File: src/rtl/sact_pkg.sv
// ----------------------------------------------------------------------------
// sact_pkg
// Shared types and constants of the set-associative cache tag controller.
// ----------------------------------------------------------------------------
package sact_pkg;

  localparam int unsigned NumSets   = 1024;
  localparam int unsigned NumWays   = 8;
  localparam int unsigned AddrW     = 48;
  localparam int unsigned OffsetW   = 6;
  localparam int unsigned SetW      = $clog2(NumSets);
  localparam int unsigned LineW     = AddrW - OffsetW;
  localparam int unsigned TagW      = LineW;
  localparam int unsigned RankW     = $clog2(NumWays);
  localparam int unsigned WayW      = (NumWays > 1) ? $clog2(NumWays) : 1;
  localparam int unsigned WaysCfgW  = 4;
  localparam int unsigned SetBitsW  = 4;
  localparam int unsigned CntW      = 32;
  localparam int unsigned CfgIdxW   = 2;
  localparam int unsigned CfgDataW  = 4;

  typedef enum logic [CfgIdxW-1:0] {
    CFG_SET_BITS    = 2'd0,
    CFG_WAYS_IN_USE = 2'd1,
    CFG_REPL_POLICY = 2'd2,
    CFG_WRITE_POL   = 2'd3
  } cfg_idx_e;

  typedef enum logic [1:0] {
    ST_CLEAR,
    ST_IDLE,
    ST_LOOKUP
  } state_e;

  // per-set metadata row
  typedef struct packed {
    logic [NumWays-1:0][RankW-1:0] rank;
    logic [NumWays-1:0]            dirty;
    logic [NumWays-1:0]            valid;
  } meta_row_t;

  localparam int unsigned MetaW   = $bits(meta_row_t);
  localparam int unsigned TagRowW = NumWays * TagW;

  typedef struct packed {
    logic            clear;
    logic [SetW-1:0] clr_addr;
    logic            accept;
    logic            commit;
  } dp_cmd_t;

  typedef struct packed {
    logic out_stall;
  } dp_status_t;

endpackage

File: src/rtl/sact_ctrl.sv
// ----------------------------------------------------------------------------
// sact_ctrl
// Sequencer: metadata clear after reset, then accept / lookup per request.
// ----------------------------------------------------------------------------
module sact_ctrl (
  input  logic                    clk_i,
  input  logic                    rst_ni,
  input  logic                    in_valid_i,
  output logic                    in_ready_o,
  input  sact_pkg::dp_status_t    status_i,
  output sact_pkg::dp_cmd_t       cmd_o
);

  sact_pkg::state_e                state_q, state_d;
  logic [sact_pkg::SetW-1:0]       clr_cnt_q, clr_cnt_d;

  always_ff @(posedge clk_i or negedge rst_ni) begin
    if (!rst_ni) begin
      state_q   <= sact_pkg::ST_CLEAR;
      clr_cnt_q <= '0;
    end else begin
      state_q   <= state_d;
      clr_cnt_q <= clr_cnt_d;
    end
  end

  always_comb begin
    state_d        = state_q;
    clr_cnt_d      = clr_cnt_q;
    in_ready_o     = 1'b0;
    cmd_o          = '0;
    cmd_o.clr_addr = clr_cnt_q;
    unique case (state_q)
      sact_pkg::ST_CLEAR: begin
        cmd_o.clear = 1'b1;
        clr_cnt_d   = clr_cnt_q + 1'b1;
        if (&clr_cnt_q) begin
          state_d = sact_pkg::ST_IDLE;
        end
      end
      sact_pkg::ST_IDLE: begin
        in_ready_o   = 1'b1;
        cmd_o.accept = in_valid_i;
        if (in_valid_i) begin
          state_d = sact_pkg::ST_LOOKUP;
        end
      end
      sact_pkg::ST_LOOKUP: begin
        // hold until the result register is free
        if (!status_i.out_stall) begin
          cmd_o.commit = 1'b1;
          state_d      = sact_pkg::ST_IDLE;
        end
      end
      default: state_d = sact_pkg::ST_IDLE;
    endcase
  end

endmodule

File: config.mk
export PLATFORM = sky130hd
export DESIGN_NAME = sact_ctrl
export DESIGN_NICKNAME = d
export VERILOG_FILES = /design/src/rtl/sact_pkg.sv /design/src/rtl/sact_ctrl.sv
export SDC_FILE = /design/constraint.sdc
export NUM_CORES = 1
export LEC_CHECK = 0
export BUFFER_PORTS_ARGS = -buffer_cell sky130_fd_sc_hd__buf_4
export CAP_MARGIN = 10
export CORE_AREA = 2 2 39 41
export CTS_BUF_LIST = sky130_fd_sc_hd__clkbuf_2
export CTS_CLUSTER_SIZE = 25
export DETAILED_ROUTE_END_ITERATION = 12
export DIE_AREA = 0 0 41 43
export MAX_ROUTING_LAYER = met4
export PLACE_DENSITY_LB_ADDON = 0.05
export SLEW_MARGIN = 10
export SYNTH_ARGS = -nofsm -noshare
export SYNTH_HDL_FRONTEND = slang
export SYNTH_SLANG_ARGS = --single-unit
File: constraint.sdc
create_clock -name clk_i -period 1.8 [get_ports clk_i]
set_clock_uncertainty 0.05 [all_clocks]
set_input_delay 0.18 -clock clk_i [delete_from_list [all_inputs] [get_ports clk_i]]
set_output_delay 0.18 -clock clk_i [all_outputs]
set_load 0.02 [all_outputs]
* Yosys cells after proc, flatten, opt, wreduce, memory -nomap -nowiden *
Index checks and enable logic that the tools add are counted.

operators by class
  $add $sub $neg = 1
  equality and inequality tests = 5
  multiplexer cells = 9
  reduce and logical (&&, ||, !) cells = 3

operator list
  kind                   count
  $add 10x1->10 const B  1
  $reduce_and 10->1      1
  $mux 2                 3
  $ne 2x2->1 const B     3
  $pmux 2 s3             1
  $mux 1                 5
  $reduce_and 3->1       1
  $eq 2x1->1 const B     1
  $eq 2x2->1 const B     1
  $logic_not 2->1        1

word-level totals
  register bits after elaboration = 12
  bits of input ports = 4
  logic and storage cells = 20

* Longest topological paths before layout *
Gate-level depths: netlist of the first run.

  depth after elaboration = 3
  mapped depth = 4
  depth with buffers taken out = 4

* Worst setup path after synthesis of the first run *
Ideal clock, no wire load.

  path kind = register to register
  from = register clr_cnt_q[1] (netlist name)
  to = register clr_cnt_q[8] (netlist name)
  library setup time = 0.130 ns
  arrival = 1.200 ns
  path slack = 0.419 ns
  stages on the path, launching flop included = 5
  buffers on the path = 0
  period minus slack after synthesis = 1.381 ns
  path through = dfrtp_1 -> ha_1 -> and4_1 -> nand3_1 -> xnor2_1

between the ends
  longest elaborated chain between the ends = 1

RTL lines
  item                    line             RTL
  from (decl)             sact_ctrl.sv:15  logic [sact_pkg::SetW-1:0] clr_cnt_q, clr_cnt_d;
  from (signal assigned)  sact_ctrl.sv:23  clr_cnt_q <= clr_cnt_d;
  $add 10x1->10           sact_ctrl.sv:36  clr_cnt_d = clr_cnt_q + 1'b1;

No other way between the ends.
A chain may end at the register's enable or synchronous reset.

==> impl_metrics.toml, run 1 <==
[sta]
worst_hold_slack_ns = 0.1623
fin_crit_sh = 0.8487
rsz0062_at_grt = "no"
tns_ns = 0
worstMarginPinSlew_ns = 0.3794
relSlewSlack = 0.7468
max_freq_mhz = 654.6
finalHoldViolations = 0
period_needed_ns = 1.528
layout_setup_ws_ns = 0.2724
final_max_slew_viol_count = 0
finalSetupViolations = 0

[cts]
cts_sinks = 12
cts.clk_slew.worst_paths_ns = 0.11
ctsHoldBuffers = 1
ctsResizeCount = 0
clk_latency_ns = 0.25
htreeDepth = 1
clock_tree.buffer_depth = 2
cts_root_buffer = "clkbuf_2"
cts_setup_buffers = 0
cts_tree = "yes"
cts_buffers = 3

[synth]
seq_area_frac_synth = 0.5442
synth_top_area_cell = "dfrtp_1"
synth-seq-cells = 12
synth_top_area_frac = 0.5442
synth_cell_types = 19
ys_warn_count = 0
mappedNetlistNets = 51
syn_area_um2 = 551.8
synth_area_per_cell_um2 = 12.00
synthTopCellsByArea = "dfrtp_1, xnor2_1, xor2_1, nand4bb_4, nand4_1"
synthCells = 46

[cells_and_area]
drive_above_1_share = 0.3433
layout_commonest_cell = "buf_4"
final_area_um2 = 724.4
utilization = 0.5235
fin_nets = 74
n_antenna_cell = 0
layout_common_cells = "buf_4, dfrtp_1, xnor2_1, xor2_1, nand4_1"
fin_cells = 83
syn2layout_area_growth_pct = 31.29

[placement]
io_buffers = 17
place_hpwl_um = 801.3
place_area_um2 = 699.4
pre_cts_slack_ns = 0.4750
place_inst = 79
gp_congestion = 0.7305

[routing]
drtAntennaViolNets = 0
wl_per_cell_um = 12.64
vias = 432
drtIter0Drc = 0
drc = 0
first_pass_iters = 1
wirelength_um = 1049
viasPerCell = 5.205

[global_route]
antenna_found_initial = 0
grt_start_max_net_pins = 13
grt_usage = 0.1623
overflow = 0
grt_pass1_wl_um = 1821
grt_pass1_vias = 422

[die]
die_w_um = 41
initial_core_util = 0.3987
die_h_um = 43
rows = 14
ios = 18
design.core.area_um2 = 1384
dieArea_um2 = 1763

[critical_path]
cp.arrival_ns = 1.30
path_class = "reg -> out"
startpoint_type = "flop"
cp_data_required_time_ns = 1.57
crit_path_end_kind = "primary output"
critPathMaxFanout = 9

[power_and_ir_drop]
p_leak_nw = 0.3456
total_power_mw = 1.239
powerDensity_nw_per_um2 = 1711
vdd_ir_drop_max_mv = 0.8492

[run]
maxCapViolations = 0

[hold_path]
hp-class = "in -> reg"

[run_status]
outcome = "finished, final reports clean"
==> final cells by class <==
type	count	area, µm²
Clock buffer	3	15.01
Fill cell	137	659.4
Timing Repair Buffer	18	137.6
Multi-Input combinational cell	34	251.5
Tap cell	16	20.02
Sequential cell	12	300.3
==> power by group <==
group          switching (mW)  leakage (nW)  internal (mW)
clock network          0.0830        0.0125         0.0455
registers               0.156         0.153          0.367
logic                   0.301         0.180          0.286
==> worst max-delay path: stages (launching register included) <==
cell	delay, ns
dfrtp_1	0.47
nor2_2	0.36
buf_4	0.22
==> sequential cells by signal (all words and copies together), names as in the netlist <==
name       count
clr_cnt_q     10
state_q        2
==> Yosys cell counts <==
library cell / n
and4_1: 1
nor3_1: 2
mux2_2: 1
ha_1: 1
a21oi_1: 1
nor2_1: 2
nand3_1: 3
xor2_1: 4
dfrtp_1: 12
nand4bb_4: 1
nor2_2: 1
o21ai_0: 1
xnor2_1: 5
nand2_1: 3
and3_1: 1
nand4_1: 4
nor3b_1: 1
nand3b_1: 1
nor2b_1: 1
==> logic make-up (layout without fill, tap and decap cells) <==
group,after synthesis,count (layout),synth area share
AO/OA/AOI/OAI,2,2,0.01812
adder cells (fa/ha/maj),1,1,0.02267
buffers and inverters,0,21,0
flip-flops,12,12,0.5442
AND/OR/NAND/NOR,21,21,0.2517
multiplexers,1,1,0.02041
XOR/XNOR,9,9,0.1428
==> routing by layer <==
| layer | up-vias | part of all wire | track usage |
|---|---|---|---|
| li1 | 208 | - | - |
| met4 | 0 | 0.0038 | 0.1000 |
| met1 | 209 | 0.46 | 0.2133 |
| met5 | - | 0 | - |
| met3 | 2 | 0.049 | 0.04712 |
| met2 | 13 | 0.48 | 0.2125 |
==> worst paths after layout <==
path / slack [ns] / cells past startpoint / start / end
max in group asynchronous: 1.30 / 2 / rst_ni / clr_cnt_q[4]
min in group asynchronous: 0.24 / 2 / rst_ni / clr_cnt_q[7]
setup reg to reg: 0.45 / 2 / state_q[1] / clr_cnt_q[1]
hold reg to reg: 0.46 / 1 / clr_cnt_q[9] / clr_cnt_q[9]
hold / removal: 0.16 / 3 / status_i / state_q[1]
setup / recovery: 0.27 / 2 / state_q[1] / cmd_o[12]
No activity file was read; power rests on OpenSTA's default activity.
==> inputs of run 2 (changes only) <==
- ABC_AREA: unset -> 1
- CORE_AREA: 2 2 39 41 -> unset
- CORE_UTILIZATION: unset -> 46
- DIE_AREA: 0 0 41 43 -> unset
- clock period: 1.8 -> 1.3 ns (I/O delays scaled with it)
==> impl_metrics.toml, run 2 <==
[run_status]
outcome = "finished, final reports clean"

[sta]
finalHoldViolations = 0
max_freq_mhz = 781.3
finalSetupViolations = 0
period_needed_ns = 1.280
fin_crit_sh = 0.9846
tns_ns = 0
final_max_slew_viol_count = 0
rsz0062_at_grt = "yes"
worstMarginPinSlew_ns = 0.2219
layout_setup_ws_ns = 0.02008
relSlewSlack = 0.8509

[synth]
synth_top_area_cell = "dfrtp_1"
synth_area_per_cell_um2 = 8.869
synth_edf_count = 0
ys_warn_count = 0
synthCells = 68
async_reset_ff_frac = 1.000
ys.flop_type = "dfrtp_1"
seq_area_frac_synth = 0.4979
synth_top_area_frac = 0.4979
synth.most_common_cell = "nand2_1"
synthTopCellsByArea = "dfrtp_1, nand2_1, xnor2_1, inv_1, nand3_1"
syn_area_um2 = 603.1
synth_common_cells = "nand2_1, dfrtp_1, inv_1"
synth-seq-cells = 12
mappedNetlistNets = 73
synth_cell_types = 17

[power_and_ir_drop]
total_power_mw = 1.841
comb_power_share = 0.555
p_int_mw = 1.043
p_clk_frac = 0.102
powerDensity_nw_per_um2 = 2203
switching_share = 0.4333
p_switching_mw = 0.7977
p_seq_frac = 0.343
vdd_ir_drop_max_mv = 1.385
p_leak_nw = 0.4353

[cts]
clk_latency_ns = 0.27
cts_tree = "yes"
cts_sinks = 12
cts_buffers = 3
cts.clk_slew.worst_paths_ns = 0.11
cts_root_buffer = "clkbuf_2"
htreeDepth = 1
clock_tree.buffer_depth = 2

[routing]
drtIter0Drc = 3
viasPerCell = 4.700
vias = 517
wl_per_cell_um = 9.464
drtAntennaViolNets = 0
drc = 0
first_pass_iters = 3
wirelength_um = 1041

[die]
dieArea_um2 = 1460
rows = 12
ios = 18
die_w_um = 38.21
initial_core_util = 0.5216
design.core.area_um2 = 1156
die_h_um = 38.21

[critical_path]
timing.rr.end = "clr_cnt_q[4]"
startpoint_type = "flop"
path_buf_inv = 2
worstReg2RegStart = "state_q[1]"
cp_data_required_time_ns = 1.12
worstRegToRegCells = 6
path_class = "reg -> out"
path_cells = "nor2_2, nand2_1, inv_2, buf_6"
cp.arrival_ns = 1.10
crit_path_end_kind = "primary output"
crit_slowest_cell = "dfrtp_2"
critPathMaxFanout = 4
max_stage_delay_ns = 0.46
cp_top_family = "flip-flops"
r2r_slack_ns = 0.07

[placement]
place_hpwl_um = 842.5
pre_cts_slack_ns = 0.08443
io_buffers = 17
gp_congestion = 0.7576

[cells_and_area]
syn2layout_area_growth_pct = 38.59
fin_nets = 102
layout_commonest_cell = "buf_4"
largest_reg_flops = 10
drive_above_1_share = 0.3854
largest_register = "clr_cnt_q"
nFillCells = 105
n_antenna_cell = 0
layout_common_cells = "buf_4, nand2_1, dfrtp_1, inv_1"
top_regs = "clr_cnt_q x10, state_q x2"

[global_route]
grt_start_max_net_pins = 13
grt_pass1_wl_um = 1676
grt_usage = 0.1746
grt_pass1_vias = 438
antenna_found_initial = 0
overflow = 0

[hold_path]
holdPathStages = 3
hp-class = "in -> reg"
min_to = "state_q[1]"
holdCritStartpoint = "status_i"

[run]
maxCapViolations = 0
-- run 2: what timing repair did --
item / 4_1_cts / 5_1_grt
pin swaps: 3 / 2
endpoints found under the setup margin: 2 / 7
hold buffers: 1 / 0
hold endpoints to repair: 12 / 0
buffers inserted: 3 / 0
gates resized for setup: 3 / 3
-- run 2: routing by layer --
layer  vias up  wire length (µm)  global-route usage
met5         -                 0                   -
met3         2                74             0.03488
li1        268                 -                   -
met4         0                21             0.08036
met2        17               457              0.2712
met1       230               487              0.2201
-- run 2: area by class of cell --
| cell class | instances | area [µm²] | share of cell area |
|---|---|---|---|
| timing repair buffer | 24 | 190.2 | 0.2275 |
| sequential | 12 | 304.0 | 0.3638 |
| inverter | 10 | 40.04 | 0.04790 |
| clock buffer | 3 | 15.01 | 0.01796 |
| tap | 14 | 17.52 | 0.02096 |
| clock inverter | 1 | 3.754 | 0.004491 |
| multi-input combinational | 46 | 265.3 | 0.3174 |
-- run 2: worst register-to-register path: stages, from the launching register on --
cell and delay [ns]:
dfrtp_2 0.46, nor2_4 0.10, buf_4 0.16, inv_4 0.05
nor2_4 0.09, xor2_1 0.16, inv_1 0.05
-- run 2: worst max-delay path by stage --
stage	depth (start not counted)	from	to
CTS	5	state_q[0]	cmd_o[1]
floorplan	5	clr_cnt_q[0]	clr_cnt_q[6]
detailed placement	5	clr_cnt_q[1]	clr_cnt_q[4]
finish	4	state_q[1]	cmd_o[1]
global route	5	state_q[0]	cmd_o[1]
global placement	5	clr_cnt_q[1]	clr_cnt_q[4]
-- run 2: cell families (layout without fill, tap and decap cells) --
family / count (synthesis) / after routing / synth area share
flops: 12 / 12 / 0.4979
compound gates: 2 / 2 / 0.01658
buf+inv: 10 / 38 / 0.06639
fa+ha+maj: 1 / 1 / 0.02074
xor+xnor: 7 / 7 / 0.1017
simple gates: 36 / 36 / 0.2967
-- run 2: per-stage QoR --
stage                     area, µm²  hold WS [ns]  utilization  cells
final                         835.8       0.08827       0.7229    110
after global routing          835.8        0.1166       0.7229    110
after CTS                     830.8       0.07431       0.7186    110
after detailed placement      773.2      -0.07205       0.6688    102
after global placement        773.2      -0.07322       0.6688    102
after floorplan               605.6       -0.2156            -     68
-- run 2: power by group through the flow --
stage	logic [mW]	clock network, mW	registers (mW)
after floorplan	0.427	0	0.756
after global placement	0.922	0	0.630
after detailed placement	0.925	0	0.635
after CTS	1.02	0.196	0.632
after global routing	1.13	0.211	0.650
final	1.02	0.188	0.631
==> inputs of run 3 (changes only) <==
- ABC_AREA: 1 -> unset
- CORE_AREA: unset -> 2 2 39 41
- CORE_UTILIZATION: 46 -> unset
- DIE_AREA: unset -> 0 0 41 43
==> impl_metrics.toml, run 3 (same netlist as run 1, synthesis figures left out) <==
[run_status]
outcome = "finished, violations left"
violations = "setup timing"

[sta]
period_needed_ns = 1.364
finalSetupViolations = 4
worstMarginPinSlew_ns = 0.2435
final_max_slew_viol_count = 0
layout_setup_ws_ns = -0.06441
relSlewSlack = 0.8364
rsz0062_at_grt = "yes"
worst_hold_slack_ns = 0.08635
finalHoldViolations = 0
max_freq_mhz = 732.9
fin_crit_sh = 1.050

[cells_and_area]
final_area_um2 = 795.8
n_antenna_cell = 0
fin_nets = 79
drive_above_1_share = 0.4521
layout_common_cells = "buf_4, dfrtp_1, xnor2_1, xor2_1, nand4_1"
syn2layout_area_growth_pct = 44.22
largest_reg_flops = 10
layout_commonest_cell = "buf_4"
nFillCells = 124
top_regs = "clr_cnt_q x10, state_q x2"
largest_register = "clr_cnt_q"

[critical_path]
crit_path_end_kind = "primary output"
cp-endpoint = "cmd_o[0]"
startpoint = "state_q[0]"
cp_data_required_time_ns = 1.12
r2r_slack_ns = 0.06
startpoint_type = "flop"
cp.arrival_ns = 1.18
path_class = "reg -> out"
worstRegToRegCells = 4
timing.rr.end = "clr_cnt_q[6]"
critPathMaxFanout = 4
worstReg2RegStart = "clr_cnt_q[1]"

[routing]
wl_per_cell_um = 13.02
drc = 0
vias = 456
drtAntennaViolNets = 0
drtIter0Drc = 5
wirelength_um = 1159
first_pass_iters = 4
viasPerCell = 5.124

[placement]
place_area_um2 = 744.5
place_hpwl_um = 836
io_buffers = 17
gp_congestion = 0.7478

[die]
dieArea_um2 = 1763
rows = 14
initial_core_util = 0.3987
ios = 18
design.core.area_um2 = 1384
die_w_um = 41
die_h_um = 43

[hold_path]
hp-class = "in -> reg"

[power_and_ir_drop]
p_leak_nw = 0.3743
vdd_ir_drop_max_mv = 1.249
total_power_mw = 1.937
powerDensity_nw_per_um2 = 2434

[run]
maxCapViolations = 0

[global_route]
grt_pass1_wl_um = 1925
overflow = 0
grt_pass1_vias = 438
antenna_found_initial = 0
grt_usage = 0.1703
grt_start_max_net_pins = 13

[cts]
cts_tree = "yes"
cts_setup_buffers = 0
clk_latency_ns = 0.28
clock_tree.buffer_depth = 2
cts_buffers = 3
htreeDepth = 1
cts.clk_slew.worst_paths_ns = 0.12
cts_root_buffer = "clkbuf_2"
cts_sinks = 12
run 3: layer usage:
| metal | global-route usage | routed length [µm] | share of wire | up-vias |
|---|---|---|---|---|
| li1 | - | - | - | 220 |
| met1 | 0.1954 | 495 | 0.43 | 212 |
| met2 | 0.2500 | 545 | 0.47 | 19 |
| met3 | 0.06806 | 93 | 0.080 | 5 |
| met4 | 0.08000 | 25 | 0.022 | 0 |
| met5 | - | 0 | 0 | - |
run 3: through the flow:
step                      instances  setup slack [ns]  TNS (ns)  utilization
after floorplan                  46           0.02826         0            -
after global placement           84           0.07954         0       0.5380
after detailed placement         84           0.07701         0       0.5380
after CTS                        89          -0.07015   -0.1490       0.5705
after global routing             89           -0.1319   -0.4366       0.5750
final                            89          -0.06441   -0.1158       0.5750
run 3: worst min-delay path by stage:
stage | startpoint | endpoint | slack [ns] | cells after the start
floorplan | rst_ni | clr_cnt_q[0] | -0.22 | 0
detailed placement | rst_ni | clr_cnt_q[7] | -0.07 | 1
CTS | status_i | state_q[1] | 0.09 | 3
global route | status_i | state_q[1] | 0.09 | 3
global placement | rst_ni | clr_cnt_q[4] | -0.07 | 1
finish | status_i | state_q[1] | 0.09 | 3
run 3: timing repair:
item	CTS	global route
pin swaps	1	0
hold endpoints to repair	12	0
gates cloned	0	0
hold buffers	1	0
endpoints found under the setup margin	4	5
gates resized for setup	4	2
run 3: layout make-up:
class | instances | area [µm²] | area share
clock buffer | 3 | 15.01 | 0.01887
clock inverter | 1 | 3.754 | 0.004717
multi-input combinational | 34 | 266.5 | 0.3349
sequential | 12 | 304.0 | 0.3821
tap | 16 | 20.02 | 0.02516
timing repair buffer | 23 | 186.4 | 0.2343
run 3: report_power, final:
group	switching, mW	leakage (nW)	total [mW]	internal, mW
Combinational	0.520	0.210	1.05	0.533
Clock	0.137	0.0140	0.204	0.0668
Sequential	0.164	0.150	0.681	0.517
run 3: worst max-delay path, stage by stage (launching register included):
cell and delay, ns:
dfrtp_1 0.45, buf_6 0.14, nor3b_2 0.15, buf_4 0.16
